**config.mk**
```make
export PLATFORM = sky130hd
export DESIGN_NAME = dmx512_frame_serializer_top
export DESIGN_NICKNAME = d
export VERILOG_FILES = /design/src/rtl/dmx_fs_pkg.sv /design/src/rtl/dmx_fs_front.sv /design/src/rtl/dmx_fs_back.sv /design/src/rtl/dmx512_frame_serializer_top.sv
export SDC_FILE = /design/constraint.sdc
export NUM_CORES = 1
export LEC_CHECK = 0
export ABC_AREA = 1
export BUFFER_PORTS_ARGS = -buffer_cell sky130_fd_sc_hd__buf_2
export CAP_MARGIN = 10
export CORE_ASPECT_RATIO = 1.75
export CORE_MARGIN = 4
export CORE_UTILIZATION = 38
export DETAILED_ROUTE_END_ITERATION = 12
export SLEW_MARGIN = 20
export SYNTH_ARGS = -nofsm -noshare
export SYNTH_HDL_FRONTEND = slang
export SYNTH_SLANG_ARGS = --single-unit
```
**constraint.sdc**
```tcl
create_clock -name i_clk -period 2.7 [get_ports i_clk]
set_clock_uncertainty 0.05 [all_clocks]
set_input_delay 0.27 -clock i_clk [delete_from_list [all_inputs] [get_ports i_clk]]
set_output_delay 0.27 -clock i_clk [all_outputs]
set_load 0.02 [all_outputs]
```
**src/rtl/dmx_fs_pkg.sv**
```systemverilog
`timescale 1ns / 1ps
// dmx_fs_pkg: shared types and constants of the dmx512 frame serializer
// no dependencies; imported by dmx_fs_front, dmx_fs_back and the top level

package dmx_fs_pkg;

    // stream payload widths
    localparam int SLOT_W     = 8;
    localparam int IN_TDATA_W = 8;
    localparam int IN_TUSER_W = 1;
    localparam int OUT_TDATA_W = 8;

    // configuration port
    localparam int CFG_IDX_W  = 2;
    localparam int CFG_DATA_W = 8;

    localparam logic [CFG_IDX_W-1:0] CFG_BREAK      = 2'd0;
    localparam logic [CFG_IDX_W-1:0] CFG_MAB        = 2'd1;
    localparam logic [CFG_IDX_W-1:0] CFG_STOP       = 2'd2;
    localparam logic [CFG_IDX_W-1:0] CFG_START_CODE = 2'd3;

    // register widths
    localparam int BREAK_W = 5;
    localparam int LEN_W   = 3;
    localparam int CNT_W   = 5;

    // legal ranges and reset values
    localparam logic [BREAK_W-1:0] BREAK_MIN   = 5'd22;
    localparam logic [BREAK_W-1:0] BREAK_MAX   = 5'd30;
    localparam logic [LEN_W-1:0]   LEN_MIN     = 3'd2;
    localparam logic [LEN_W-1:0]   LEN_MAX     = 3'd4;
    localparam logic [BREAK_W-1:0] BREAK_RST   = 5'd22;
    localparam logic [LEN_W-1:0]   MAB_RST     = 3'd2;
    localparam logic [LEN_W-1:0]   STOP_RST    = 3'd4;
    localparam logic [SLOT_W-1:0]  START_CODE_RST = 8'h00;

    // one queued job for the bit sequencer, config already clamped
    typedef struct packed {
        logic [SLOT_W-1:0]  slot;
        logic [SLOT_W-1:0]  start_code;
        logic               with_header;
        logic [BREAK_W-1:0] break_len;
        logic [LEN_W-1:0]   mab_len;
        logic [LEN_W-1:0]   stop_len;
    } t_cmd;

endpackage

```
**src/rtl/dmx_fs_front.sv**
```systemverilog
`timescale 1ns / 1ps
// dmx_fs_front: input stream side, config registers and job queue
// depends on dmx_fs_pkg

module dmx_fs_front #(
    parameter int QUEUE_DEPTH = 2
) (
    input  logic                            i_clk,
    input  logic                            i_rst_n,
    input  logic                            s_axis_tvalid,
    output logic                            s_axis_tready,
    input  logic [dmx_fs_pkg::IN_TDATA_W-1:0] s_axis_tdata,  // [7:0] slot_value
    input  logic [dmx_fs_pkg::IN_TUSER_W-1:0] s_axis_tuser,  // [0] frame_start
    input  logic                            i_cfg_we,
    input  logic [dmx_fs_pkg::CFG_IDX_W-1:0]  i_cfg_index,
    input  logic [dmx_fs_pkg::CFG_DATA_W-1:0] i_cfg_data,
    input  logic                            i_pop,
    output logic                            o_cmd_valid,
    output dmx_fs_pkg::t_cmd                o_cmd
);
    import dmx_fs_pkg::*;

    localparam int PTR_W = (QUEUE_DEPTH > 1) ? $clog2(QUEUE_DEPTH) : 1;
    localparam int QCNT_W = $clog2(QUEUE_DEPTH + 1);

    logic [BREAK_W-1:0] r_break;
    logic [LEN_W-1:0]   r_mab;
    logic [LEN_W-1:0]   r_stop;
    logic [SLOT_W-1:0]  r_start_code;

    t_cmd               r_mem [QUEUE_DEPTH];
    logic [PTR_W-1:0]   r_wr_ptr;
    logic [PTR_W-1:0]   r_rd_ptr;
    logic [QCNT_W-1:0]  r_count;

    logic               push;
    t_cmd               new_cmd;

    function automatic logic [BREAK_W-1:0] clamp_break(input logic [BREAK_W-1:0] v);
        logic [BREAK_W-1:0] r;
        r = v;
        if (v < BREAK_MIN) r = BREAK_MIN;
        if (v > BREAK_MAX) r = BREAK_MAX;
        return r;
    endfunction

    function automatic logic [LEN_W-1:0] clamp_len(input logic [LEN_W-1:0] v);
        logic [LEN_W-1:0] r;
        r = v;
        if (v < LEN_MIN) r = LEN_MIN;
        if (v > LEN_MAX) r = LEN_MAX;
        return r;
    endfunction

    // config register writes, unused bits dropped
    always_ff @(posedge i_clk) begin
        if (!i_rst_n) begin
            r_break      <= BREAK_RST;
            r_mab        <= MAB_RST;
            r_stop       <= STOP_RST;
            r_start_code <= START_CODE_RST;
        end else if (i_cfg_we) begin
            unique case (i_cfg_index)
                CFG_BREAK:      r_break      <= i_cfg_data[BREAK_W-1:0];
                CFG_MAB:        r_mab        <= i_cfg_data[LEN_W-1:0];
                CFG_STOP:       r_stop       <= i_cfg_data[LEN_W-1:0];
                CFG_START_CODE: r_start_code <= i_cfg_data[SLOT_W-1:0];
                default: ;
            endcase
        end
    end

    // classify the word into a job with clamped lengths
    always_comb begin
        new_cmd.slot        = s_axis_tdata[SLOT_W-1:0];
        new_cmd.start_code  = r_start_code;
        new_cmd.with_header = s_axis_tuser[0];
        new_cmd.break_len   = clamp_break(r_break);
        new_cmd.mab_len     = clamp_len(r_mab);
        new_cmd.stop_len    = clamp_len(r_stop);
    end

    assign s_axis_tready = (r_count != QCNT_W'(QUEUE_DEPTH));
    assign push          = s_axis_tvalid && s_axis_tready;
    assign o_cmd_valid   = (r_count != '0);
    assign o_cmd         = r_mem[r_rd_ptr];

    // queue storage
    always_ff @(posedge i_clk) begin
        if (push) begin
            r_mem[r_wr_ptr] <= new_cmd;
        end
    end

    // queue pointers and fill count
    always_ff @(posedge i_clk) begin
        if (!i_rst_n) begin
            r_wr_ptr <= '0;
            r_rd_ptr <= '0;
            r_count  <= '0;
        end else begin
            if (push) begin
                r_wr_ptr <= (r_wr_ptr == PTR_W'(QUEUE_DEPTH - 1)) ? '0 : r_wr_ptr + 1'b1;
            end
            if (i_pop) begin
                r_rd_ptr <= (r_rd_ptr == PTR_W'(QUEUE_DEPTH - 1)) ? '0 : r_rd_ptr + 1'b1;
            end
            case ({push, i_pop})
                2'b10:   r_count <= r_count + 1'b1;
                2'b01:   r_count <= r_count - 1'b1;
                default: r_count <= r_count;
            endcase
        end
    end

endmodule

```
**src/rtl/dmx_fs_back.sv**
```systemverilog
`timescale 1ns / 1ps
// dmx_fs_back: bit sequencer for break, mark after break and slots, with output register
// depends on dmx_fs_pkg

module dmx_fs_back (
    input  logic                             i_clk,
    input  logic                             i_rst_n,
    input  logic                             i_cmd_valid,
    input  dmx_fs_pkg::t_cmd                 i_cmd,
    output logic                             o_pop,
    output logic                             m_axis_tvalid,
    input  logic                             m_axis_tready,
    output logic [dmx_fs_pkg::OUT_TDATA_W-1:0] m_axis_tdata,  // [0] line_level
    output logic                             m_axis_tlast     // run_last
);
    import dmx_fs_pkg::*;

    typedef enum logic [5:0] {
        S_IDLE  = 6'b000001,
        S_BREAK = 6'b000010,
        S_MAB   = 6'b000100,
        S_START = 6'b001000,
        S_DATA  = 6'b010000,
        S_STOP  = 6'b100000
    } t_state;

    t_state             r_state, n_state;
    t_cmd               r_cmd, n_cmd;
    logic [CNT_W-1:0]   r_cnt, n_cnt;
    logic [SLOT_W-1:0]  r_shift, n_shift;
    logic               r_hdr, n_hdr;
    logic               r_out_valid;
    logic               r_level;
    logic               r_last;

    logic               adv;
    logic               emit;
    logic               lvl;
    logic               lst;

    assign adv   = !r_out_valid || m_axis_tready;
    assign o_pop = i_cmd_valid && (r_state == S_IDLE);

    // next state and the bit of this cycle
    always_comb begin
        n_state = r_state;
        n_cmd   = r_cmd;
        n_cnt   = r_cnt;
        n_shift = r_shift;
        n_hdr   = r_hdr;
        emit    = 1'b0;
        lvl     = 1'b0;
        lst     = 1'b0;
        unique case (r_state)
            S_IDLE: begin
                if (i_cmd_valid) begin
                    n_cmd = i_cmd;
                    if (i_cmd.with_header) begin
                        n_state = S_BREAK;
                        n_cnt   = i_cmd.break_len - 5'd1;
                        n_shift = i_cmd.start_code;
                        n_hdr   = 1'b1;
                    end else begin
                        n_state = S_START;
                        n_shift = i_cmd.slot;
                        n_hdr   = 1'b0;
                    end
                end
            end
            S_BREAK: begin
                if (adv) begin
                    emit = 1'b1;
                    lvl  = 1'b0;
                    if (r_cnt == '0) begin
                        n_state = S_MAB;
                        n_cnt   = {{(CNT_W-LEN_W){1'b0}}, r_cmd.mab_len} - 5'd1;
                    end else begin
                        n_cnt = r_cnt - 5'd1;
                    end
                end
            end
            S_MAB: begin
                if (adv) begin
                    emit = 1'b1;
                    lvl  = 1'b1;
                    if (r_cnt == '0) begin
                        n_state = S_START;
                    end else begin
                        n_cnt = r_cnt - 5'd1;
                    end
                end
            end
            S_START: begin
                if (adv) begin
                    emit    = 1'b1;
                    lvl     = 1'b0;
                    n_state = S_DATA;
                    n_cnt   = CNT_W'(SLOT_W - 1);
                end
            end
            S_DATA: begin
                if (adv) begin
                    emit    = 1'b1;
                    lvl     = r_shift[0];
                    n_shift = {1'b0, r_shift[SLOT_W-1:1]};
                    if (r_cnt == '0) begin
                        n_state = S_STOP;
                        n_cnt   = {{(CNT_W-LEN_W){1'b0}}, r_cmd.stop_len} - 5'd1;
                    end else begin
                        n_cnt = r_cnt - 5'd1;
                    end
                end
            end
            S_STOP: begin
                if (adv) begin
                    emit = 1'b1;
                    lvl  = 1'b1;
                    lst  = (r_cnt == '0) && !r_hdr;
                    if (r_cnt == '0) begin
                        if (r_hdr) begin
                            // start code done, the data slot follows
                            n_state = S_START;
                            n_shift = r_cmd.slot;
                            n_hdr   = 1'b0;
                        end else begin
                            n_state = S_IDLE;
                        end
                    end else begin
                        n_cnt = r_cnt - 5'd1;
                    end
                end
            end
            default: n_state = S_IDLE;
        endcase
    end

    // sequencer control
    always_ff @(posedge i_clk) begin
        if (!i_rst_n) begin
            r_state <= S_IDLE;
            r_hdr   <= 1'b0;
        end else begin
            r_state <= n_state;
            r_hdr   <= n_hdr;
        end
    end

    // sequencer working registers
    always_ff @(posedge i_clk) begin
        r_cmd   <= n_cmd;
        r_cnt   <= n_cnt;
        r_shift <= n_shift;
    end

    // output register
    always_ff @(posedge i_clk) begin
        if (!i_rst_n) begin
            r_out_valid <= 1'b0;
        end else if (adv) begin
            r_out_valid <= emit;
        end
    end

    always_ff @(posedge i_clk) begin
        if (adv && emit) begin
            r_level <= lvl;
            r_last  <= lst;
        end
    end

    assign m_axis_tvalid = r_out_valid;
    assign m_axis_tdata  = {{(OUT_TDATA_W-1){1'b0}}, r_level};
    assign m_axis_tlast  = r_last;

endmodule

```
**src/rtl/dmx512_frame_serializer_top.sv**
```systemverilog
`timescale 1ns / 1ps
// dmx512_frame_serializer_top: slot byte in, one line-level word per bit time out
// depends on dmx_fs_pkg, dmx_fs_front, dmx_fs_back
//
// channel   | dir | handshake               | payload
// ----------+-----+-------------------------+-------------------------------------------
// s_axis    | in  | s_axis_tvalid / tready  | tdata[7:0] slot_value, tuser[0] frame_start
// m_axis    | out | m_axis_tvalid / tready  | tdata[0] line_level, tlast run_last
// cfg       | in  | i_cfg_we                | i_cfg_index, i_cfg_data
//
// one slot item is a start bit, eight data bits and its stop bits; with frame_start it is
// led by a break, a mark after break and the start code slot. the back sequencer loads
// each queued job while idle, then emits one bit word per cycle unless m_axis stalls.
// reset is synchronous, active low; it empties the queue, idles the sequencer and
// restores the register defaults. a stall on m_axis holds the output register and
// the sequencer; s_axis keeps taking words while the queue has room.

module dmx512_frame_serializer_top #(
    parameter int QUEUE_DEPTH = 2
) (
    input  logic                             i_clk,
    input  logic                             i_rst_n,
    input  logic                             s_axis_tvalid,
    output logic                             s_axis_tready,
    input  logic [dmx_fs_pkg::IN_TDATA_W-1:0]  s_axis_tdata,  // [7:0] slot_value
    input  logic [dmx_fs_pkg::IN_TUSER_W-1:0]  s_axis_tuser,  // [0] frame_start
    output logic                             m_axis_tvalid,
    input  logic                             m_axis_tready,
    output logic [dmx_fs_pkg::OUT_TDATA_W-1:0] m_axis_tdata,  // [0] line_level, [7:1] zero
    output logic                             m_axis_tlast,
    input  logic                             i_cfg_we,
    input  logic [dmx_fs_pkg::CFG_IDX_W-1:0]   i_cfg_index,
    input  logic [dmx_fs_pkg::CFG_DATA_W-1:0]  i_cfg_data
);
    import dmx_fs_pkg::*;

    logic cmd_valid;
    logic pop;
    t_cmd cmd;

    // front: config, classify, queue
    dmx_fs_front #(
        .QUEUE_DEPTH(QUEUE_DEPTH)
    ) u_front (
        .i_clk         (i_clk),
        .i_rst_n       (i_rst_n),
        .s_axis_tvalid (s_axis_tvalid),
        .s_axis_tready (s_axis_tready),
        .s_axis_tdata  (s_axis_tdata),
        .s_axis_tuser  (s_axis_tuser),
        .i_cfg_we      (i_cfg_we),
        .i_cfg_index   (i_cfg_index),
        .i_cfg_data    (i_cfg_data),
        .i_pop         (pop),
        .o_cmd_valid   (cmd_valid),
        .o_cmd         (cmd)
    );

    // back: bit sequencer and output register
    dmx_fs_back u_back (
        .i_clk         (i_clk),
        .i_rst_n       (i_rst_n),
        .i_cmd_valid   (cmd_valid),
        .i_cmd         (cmd),
        .o_pop         (pop),
        .m_axis_tvalid (m_axis_tvalid),
        .m_axis_tready (m_axis_tready),
        .m_axis_tdata  (m_axis_tdata),
        .m_axis_tlast  (m_axis_tlast)
    );

endmodule

```
Word level (Yosys, flattened, before mapping)
Memory sizes are Yosys's and may differ from the RTL's. A register that Yosys moved wholly into a read port is not among the register bits.
Cells that the tools add are included.
Widths: inputs -> output; s select.
{ "totals": {"reg_bits": 60, "ram_bits": 56, "in_bits": 24, "output_inout_bits": 11, "wordCells": 136, "n_memories": 1} }
{ "mem_list": {"columns": ["memory", "depth", "word_bits", "rd", "rd_clocked_by_memory_dff", "wr", "line", "rtl"], "rows": [
  ["u_front.r_mem", 2, 28, 1, 1, 1, "dmx_fs_front.sv:31", "t_cmd r_mem [QUEUE_DEPTH];"]
]} }
{ "classes": {"addsub": 8, "n_lt_le_gt_ge": 6, "n_eq_ne": 26, "mux": 52, "reduce_logical": 26} }
{ "op_table": {"columns": ["operator", "n"], "rows": [
  ["$mux 6", 10],
  ["$mux 5", 11],
  ["$mux 8", 6],
  ["$pmux 6 s6", 1],
  ["$ne 2x1->1 const B", 13],
  ["$pmux 5 s5", 1],
  ["$pmux 8 s3", 1],
  ["$mux 1", 13],
  ["$mux 3", 4],
  ["$reduce_and 2->1", 6],
  ["$reduce_and 10->1", 1],
  ["$sub 5x1->5 const B", 2],
  ["$mux 4", 2],
  ["$reduce_and 8->1", 1],
  ["$sub 3x1->4 const B", 2],
  ["$eq 2x2->1 const B", 3],
  ["$eq 6x1->1 const B", 1],
  ["$eq 6x2->1 const B", 1],
  ["$eq 6x3->1 const B", 1],
  ["$eq 6x4->1 const B", 1],
  ["$eq 6x5->1 const B", 1],
  ["$eq 6x6->1 const B", 1],
  ["$gt 3x3->1 const B", 2],
  ["$lt 3x2->1 const B", 2],
  ["21 further kinds", 31]
]} }

Logic depth before layout (Yosys ltp)
{ "depth": {"word_depth": 5, "depth_mapped": 11, "depth_no_buf": 10} }

Hierarchy
A second synthesis with hierarchy kept.
{ "unflattened": {"cells_unflattened": 479, "hier_area_um2": 5336.4} }
{ "modules_own_cells": {"columns": ["module", "instances", "cells_each", "area_each_um2", "seq_area_each_um2"], "rows": [
  ["dmx_fs_front", 1, 224, 3128.0, 2162.1],
  ["dmx_fs_back", 1, 255, 2208.4, 1031.0]
]} }

Worst setup path before layout
OpenSTA, ideal clock, no wires.
{ "synth_timing": {"path_kind": "register -> register", "startpoint": "register u_front.r_count[0]", "endpoint": "memory u_front.r_mem[1][0] (netlist bit), enable pin", "setup_ps": 414, "t_arrival_ps": 1958, "required_ps": 2236, "path_slack_ps": 278, "stages_incl_launch_ff": 5, "n_path_buf": 0, "synth_period_minus_slack_ps": 2422, "path_cell_list": "dfxtp_1 inv_1 nand2_1 nand2_1 nor2_1"} }
{ "synth_between": {"elab_chain_len": 4} }
{ "synth_rtl": {"columns": ["item", "line", "rtl"], "rows": [
  ["start: declaration", "dmx_fs_front.sv:34", "logic [QCNT_W-1:0] r_count;"],
  ["start signal: assignment", "dmx_fs_front.sv:109", "2'b10: r_count <= r_count + 1'b1;"],
  ["start signal: assignment", "dmx_fs_front.sv:110", "2'b01: r_count <= r_count - 1'b1;"],
  ["start signal: assignment", "dmx_fs_front.sv:111", "default: r_count <= r_count;"],
  ["$ne 2x2->1", "dmx_fs_front.sv:83", "assign s_axis_tready = (r_count != QCNT_W'(QUEUE_DEPTH));"],
  ["via s_axis_tready", "dmx512_frame_serializer_top.sv:24", "output logic s_axis_tready,"],
  ["$logic_and 1x1->1", "dmx_fs_front.sv:84", "assign push = s_axis_tvalid && s_axis_tready;"],
  ["$mux 1", "dmx_fs_front.sv:90", "if (push) begin"],
  ["$mux 1 (implied by the code)", "dmx_fs_front.sv:91", "r_mem[r_wr_ptr] <= new_cmd;"],
  ["end: declaration", "dmx_fs_front.sv:31", null]
]} }
The timed path passes the listed nets, and every way through them passes these cells.

Worst setup path in the final report
{ "layout_timing": {"startpoint": "register u_back.r_state[2]", "endpoint": "register u_back.r_cnt[4], enable pin"} }
{ "layout_between": {"elab_chain_len": 4, "word_cells_on_any_way": 16, "cone_classes": "eq/ne (13); reduce/logical (3)"} }
{ "layout_rtl": {"columns": ["item", "line", "rtl"], "rows": [
  ["start: declaration", "dmx_fs_back.sv:27", "t_state r_state, n_state;"],
  ["start signal: assignment", "dmx_fs_back.sv:143", "r_state <= n_state;"],
  ["$eq 6x3->1 or $eq 6x6->1 (tied branches)", "dmx_fs_back.sv:54", "unique case (r_state)"],
  ["$reduce_or 2->1 (no line)", null, null],
  ["$reduce_bool 5->1 (no line) (tied with other cells)", null, null],
  ["$reduce_and 8->1 (no line) *", null, null],
  ["end signal: assignment", "dmx_fs_back.sv:151", "r_cnt <= n_cnt;"],
  ["end: declaration", "dmx_fs_back.sv:29", "logic [CNT_W-1:0] r_cnt, n_cnt;"]
]} }
Every way passes the cells marked *; elsewhere a longest branch is shown, timed or not.
A chain may end at the register's enable or synchronous reset.

==> results.json <==
{
  "finalSetupViolCount": 0,
  "synth_common_cells": "sky130_fd_sc_hd__nand2_1 (112), sky130_fd_sc_hd__edfxtp_1 (85), sky130_fd_sc_hd__nor2_1 (60)",
  "floorplan.die_area_um2": 15530,
  "crit_slowest_cell": "sky130_fd_sc_hd__nor3_2",
  "power.leakage_nw": 2.483,
  "antenna_violating_nets_post_route": 0,
  "fmax_mhz": 486.6,
  "drc": 0,
  "synth_enable_flop_cells": 85,
  "final.min_clock_period_ps": 2055,
  "finalNetCount": 589,
  "register_to_register_setup_slack_ps": 650,
  "synth_seq_cells": 117,
  "timing.rr.start": "u_back.r_state[2]",
  "cp_num_buf_inv": 1,
  "yosys_most_used_dff": "sky130_fd_sc_hd__edfxtp_1",
  "hold_path.startpoint": "s_axis_tuser",
  "antenna_cells": 0,
  "via_count": 3530,
  "grt_pass1_vias": 3508,
  "cp_data_arrival_time_ps": 2060,
  "die_width_um": 95.94,
  "number_of_h_tree_branching_levels": 4,
  "cts_sinks": 117,
  "critical_path.most_common_cell": "sky130_fd_sc_hd__nor2_4",
  "grt_antenna_before_repair": 0,
  "dr.first_iter.drc_count": 137,
  "detailed_placer_s_ending_hpwl_um": 7287,
  "path_max_fanout": 13,
  "drv_slew": 0,
  "run_status": "finished, final reports clean",
  "cts_root_buf": "sky130_fd_sc_hd__clkbuf_16",
  "fin_setup_tns_ps": 0,
  "area_growth_pct": 18.88,
  "power.ir.vdd_worst_uv": 612.4,
  "tritoncts": "yes",
  "whs_path_depth": 1,
  "cts.reportedPaths.clkPinSlew_ps": 60,
  "syn-instance-count": 517,
  "synth.yosys.warnings": 0,
  "cts-buffers-inserted": 17,
  "crit_family": "simple AND/OR/NAND/NOR gates",
  "cts_max_path_buffers": 2,
  "final_core_util_pct": 45.92,
  "final.setup.worst_slack_ps": 645.0,
  "maxCapViolCount": 0,
  "postSynthAreaPerCell_um2": 9.947,
  "slew_headroom_pct": 64.31,
  "critPathLaunchType": "flop",
  "cts_repair_resized_insts": 0,
  "tightest_slew_ps": 535.3,
  "crit_chain": "nor2_4 -> nand2_2 -> nor2_4 -> inv_2 -> nand2_4 -> nor2_1 -> nor3_2",
  "yosysTopAreaCellShare_pct": 49.64,
  "dp_worst_setup_slack_ps": 635.2,
  "r2r_cells": 7,
  "portBuffers": 27,
  "timing.final.crit_share_pct": 76.11,
  "rsz0062_at_grt": "no",
  "synth-async-reset-ratio_pct": 0,
  "worst_hold_path.endpoint": "u_front.r_mem[0][11]",
  "clkLatencyLatePin_ps": 400,
  "initial_core_util_pct": 38.63,
  "worstSetupEndpointType": "flop",
  "synthesis.area_um2": 5142,
  "critPathRequiredTime_ps": 2700,
  "grt_pass1_wl_um": 16150,
  "grt_remaining_overflow": 0,
  "num_io_pins": 35,
  "power_density_nw_per_um2": 1105,
  "stdcell_area_um2": 6113,
  "timing.final.hold_violations": 0,
  "post_route_cells_drive_above_1_share_pct": 16.58,
  "synth_top_cells_by_area": "sky130_fd_sc_hd__edfxtp_1 (50%), sky130_fd_sc_hd__dfxtp_1 (12%), sky130_fd_sc_hd__nand2_1 (8.2%), sky130_fd_sc_hd__nor2_1 (4.4%), sky130_fd_sc_hd__inv_1 (3.6%)",
  "hp-class": "in -> reg",
  "netlist.top_cell.by_area": "sky130_fd_sc_hd__edfxtp_1",
  "synth_cell_types": 38,
  "gp_congestion": 0.9549,
  "synth.most_common_cell": "sky130_fd_sc_hd__nand2_1",
  "drt-pass1-iter-count": 4,
  "route.final.wire_length_um": 9890,
  "grt_start_max_net_pins": 30,
  "grt.total_usage_pct": 13.66,
  "r2r-end": "u_back.r_cnt[4]",
  "vertical_die_dimension_um": 161.9,
  "wire_per_inst_um": 13.24,
  "dr_vias_cell": 4.726,
  "cts_setup_buffers": 0,
  "synth_seq_area_share_pct": 62.09,
  "fp-row-count": 56,
  "timing_worst_setup_path_type": "reg -> reg",
  "core_region_area_um2": 13310,
  "slowest_delay_ps": 400,
  "place_area_um2": 5424
}
## layer usage
metal	GRT usage (%)	routed length [um]
met1	13.79	3861
met2	24.33	5390
met3	3.522	292
met4	8.290	346
met5	0	0
## worst reg2reg max path: cells and delay by family (launching register included)
kind,cells,cell delay [ps]
simple gates,6,1180
buf+inv,1,130
flops,1,350
## cells by family after synthesis
| family | count (synthesis) | synth area share, % |
|---|---|---|
| AOI/OAI and AO/OA | 74 | 8.151 |
| xor gates and xnor gates | 7 | 1.192 |
| adders and majority gates | 5 | 1.217 |
| buffers and inverters | 79 | 6.885 |
| DFF | 117 | 62.09 |
| muxes | 2 | 0.3893 |
| other | 2 | 0.1460 |
| and+or+nand+nor | 231 | 19.93 |
## layout by cell type (no fill, tap or decap), types with 2 or more instances in the layout
| cell | Yosys | routed |
|---|---|---|
| sky130_fd_sc_hd__dfxtp_1 | 32 | 32 |
| sky130_fd_sc_hd__or2_1 | 2 | 2 |
| sky130_fd_sc_hd__buf_2 | 5 | 27 |
| sky130_fd_sc_hd__buf_4 | 9 | 6 |
| sky130_fd_sc_hd__o22ai_1 | 2 | 2 |
| sky130_fd_sc_hd__clkinv_2 | 0 | 2 |
| sky130_fd_sc_hd__ha_1 | 5 | 5 |
| sky130_fd_sc_hd__nand3_2 | 5 | 5 |
| sky130_fd_sc_hd__nand4_1 | 4 | 4 |
| sky130_fd_sc_hd__mux2i_1 | 2 | 2 |
| sky130_fd_sc_hd__nor3_1 | 9 | 9 |
| sky130_fd_sc_hd__nor2_1 | 60 | 58 |
| sky130_fd_sc_hd__o211ai_1 | 12 | 12 |
| sky130_fd_sc_hd__inv_1 | 50 | 50 |
| sky130_fd_sc_hd__xor2_1 | 7 | 7 |
| sky130_fd_sc_hd__clkinvlp_4 | 0 | 3 |
| sky130_fd_sc_hd__a22oi_1 | 2 | 2 |
| sky130_fd_sc_hd__nor2_2 | 5 | 7 |
| sky130_fd_sc_hd__a21oi_1 | 23 | 23 |
| sky130_fd_sc_hd__edfxtp_1 | 85 | 85 |
| sky130_fd_sc_hd__clkbuf_16 | 0 | 17 |
| sky130_fd_sc_hd__dlygate4sd3_1 | 0 | 8 |
| sky130_fd_sc_hd__o21ai_0 | 28 | 28 |
| sky130_fd_sc_hd__nand2_1 | 112 | 112 |
| sky130_fd_sc_hd__inv_2 | 5 | 5 |
| sky130_fd_sc_hd__clkinv_4 | 0 | 7 |
| sky130_fd_sc_hd__o21ai_1 | 3 | 3 |
| sky130_fd_sc_hd__bufinv_16 | 0 | 3 |
| sky130_fd_sc_hd__nand3_1 | 21 | 21 |
| sky130_fd_sc_hd__nand2_2 | 4 | 4 |
| sky130_fd_sc_hd__nor2_4 | 4 | 4 |
| sky130_fd_sc_hd__or2_2 | 2 | 2 |
| sky130_fd_sc_hd__conb_1 | 2 | 9 |
## area by class of cell
type | instances | area (um2)
clock buffers | 17 | 425.4
clock inverters | 15 | 183.9
fillers | 1259 | 7199
inverters | 55 | 206.4
multi-input cells | 328 | 1627
flip-flops and latches | 117 | 3193
well taps | 174 | 217.7
repair buffers | 41 | 260.3
## how the worst max path moves through the flow
| stage | from | to | cells after the start |
|---|---|---|---|
| after floorplan | u_front.r_count[0] | u_front.r_mem[1][0] | 4 |
| after global placement | u_back.r_state[0] | u_back.r_cnt[0] | 7 |
| after detailed placement | u_back.r_state[2] | u_back.r_cnt[0] | 7 |
| after CTS | u_back.r_state[2] | u_back.r_cnt[0] | 7 |
| after global routing | u_back.r_state[0] | u_back.r_cnt[3] | 7 |
| final | u_back.r_state[2] | u_back.r_cnt[4] | 7 |
## power breakdown
| part | internal (W) | switching, W |
|---|---|---|
| clock | 0.00145 | 0.000775 |
| sequential | 0.00250 | 0.000176 |
| combinational | 0.000585 | 0.00127 |
## flip-flops by register name, summed over array words and instances, names as in the netlist, named ones only
name                  count
u_back.r_cnt              5
u_front.r_stop            3
u_back.r_hdr              1
u_back.r_state            6
u_back.r_level            1
u_back.m_axis_tvalid      1
u_back.r_cmd             14
u_back.m_axis_tlast       1
u_front.r_break           5
u_front.r_wr_ptr          1
u_front.r_rd_ptr          1
u_front.r_mem            56
u_front.r_mab             3
u_back.r_shift            8
u_front.r_count           2
u_front.r_start_code      8
## per-stage QoR
step	cells	power, W	hold slack, ps
detailed placement	707	0.004559	388.6
CTS	747	0.006836	13.53
finish	747	0.006758	35.64
global route	747	0.007165	11.06
global placement	707	0.004491	382.7
floorplan	524	0.004062	318.9
## repair_timing
| item | 4_1_cts | 5_1_grt |
|---|---|---|
| setup endpoints to repair | 0 | 0 |
| hold buffers | 8 | 0 |
| endpoints found under the hold margin | 16 | 0 |
Note: power is estimated with default switching activity, not from simulation.
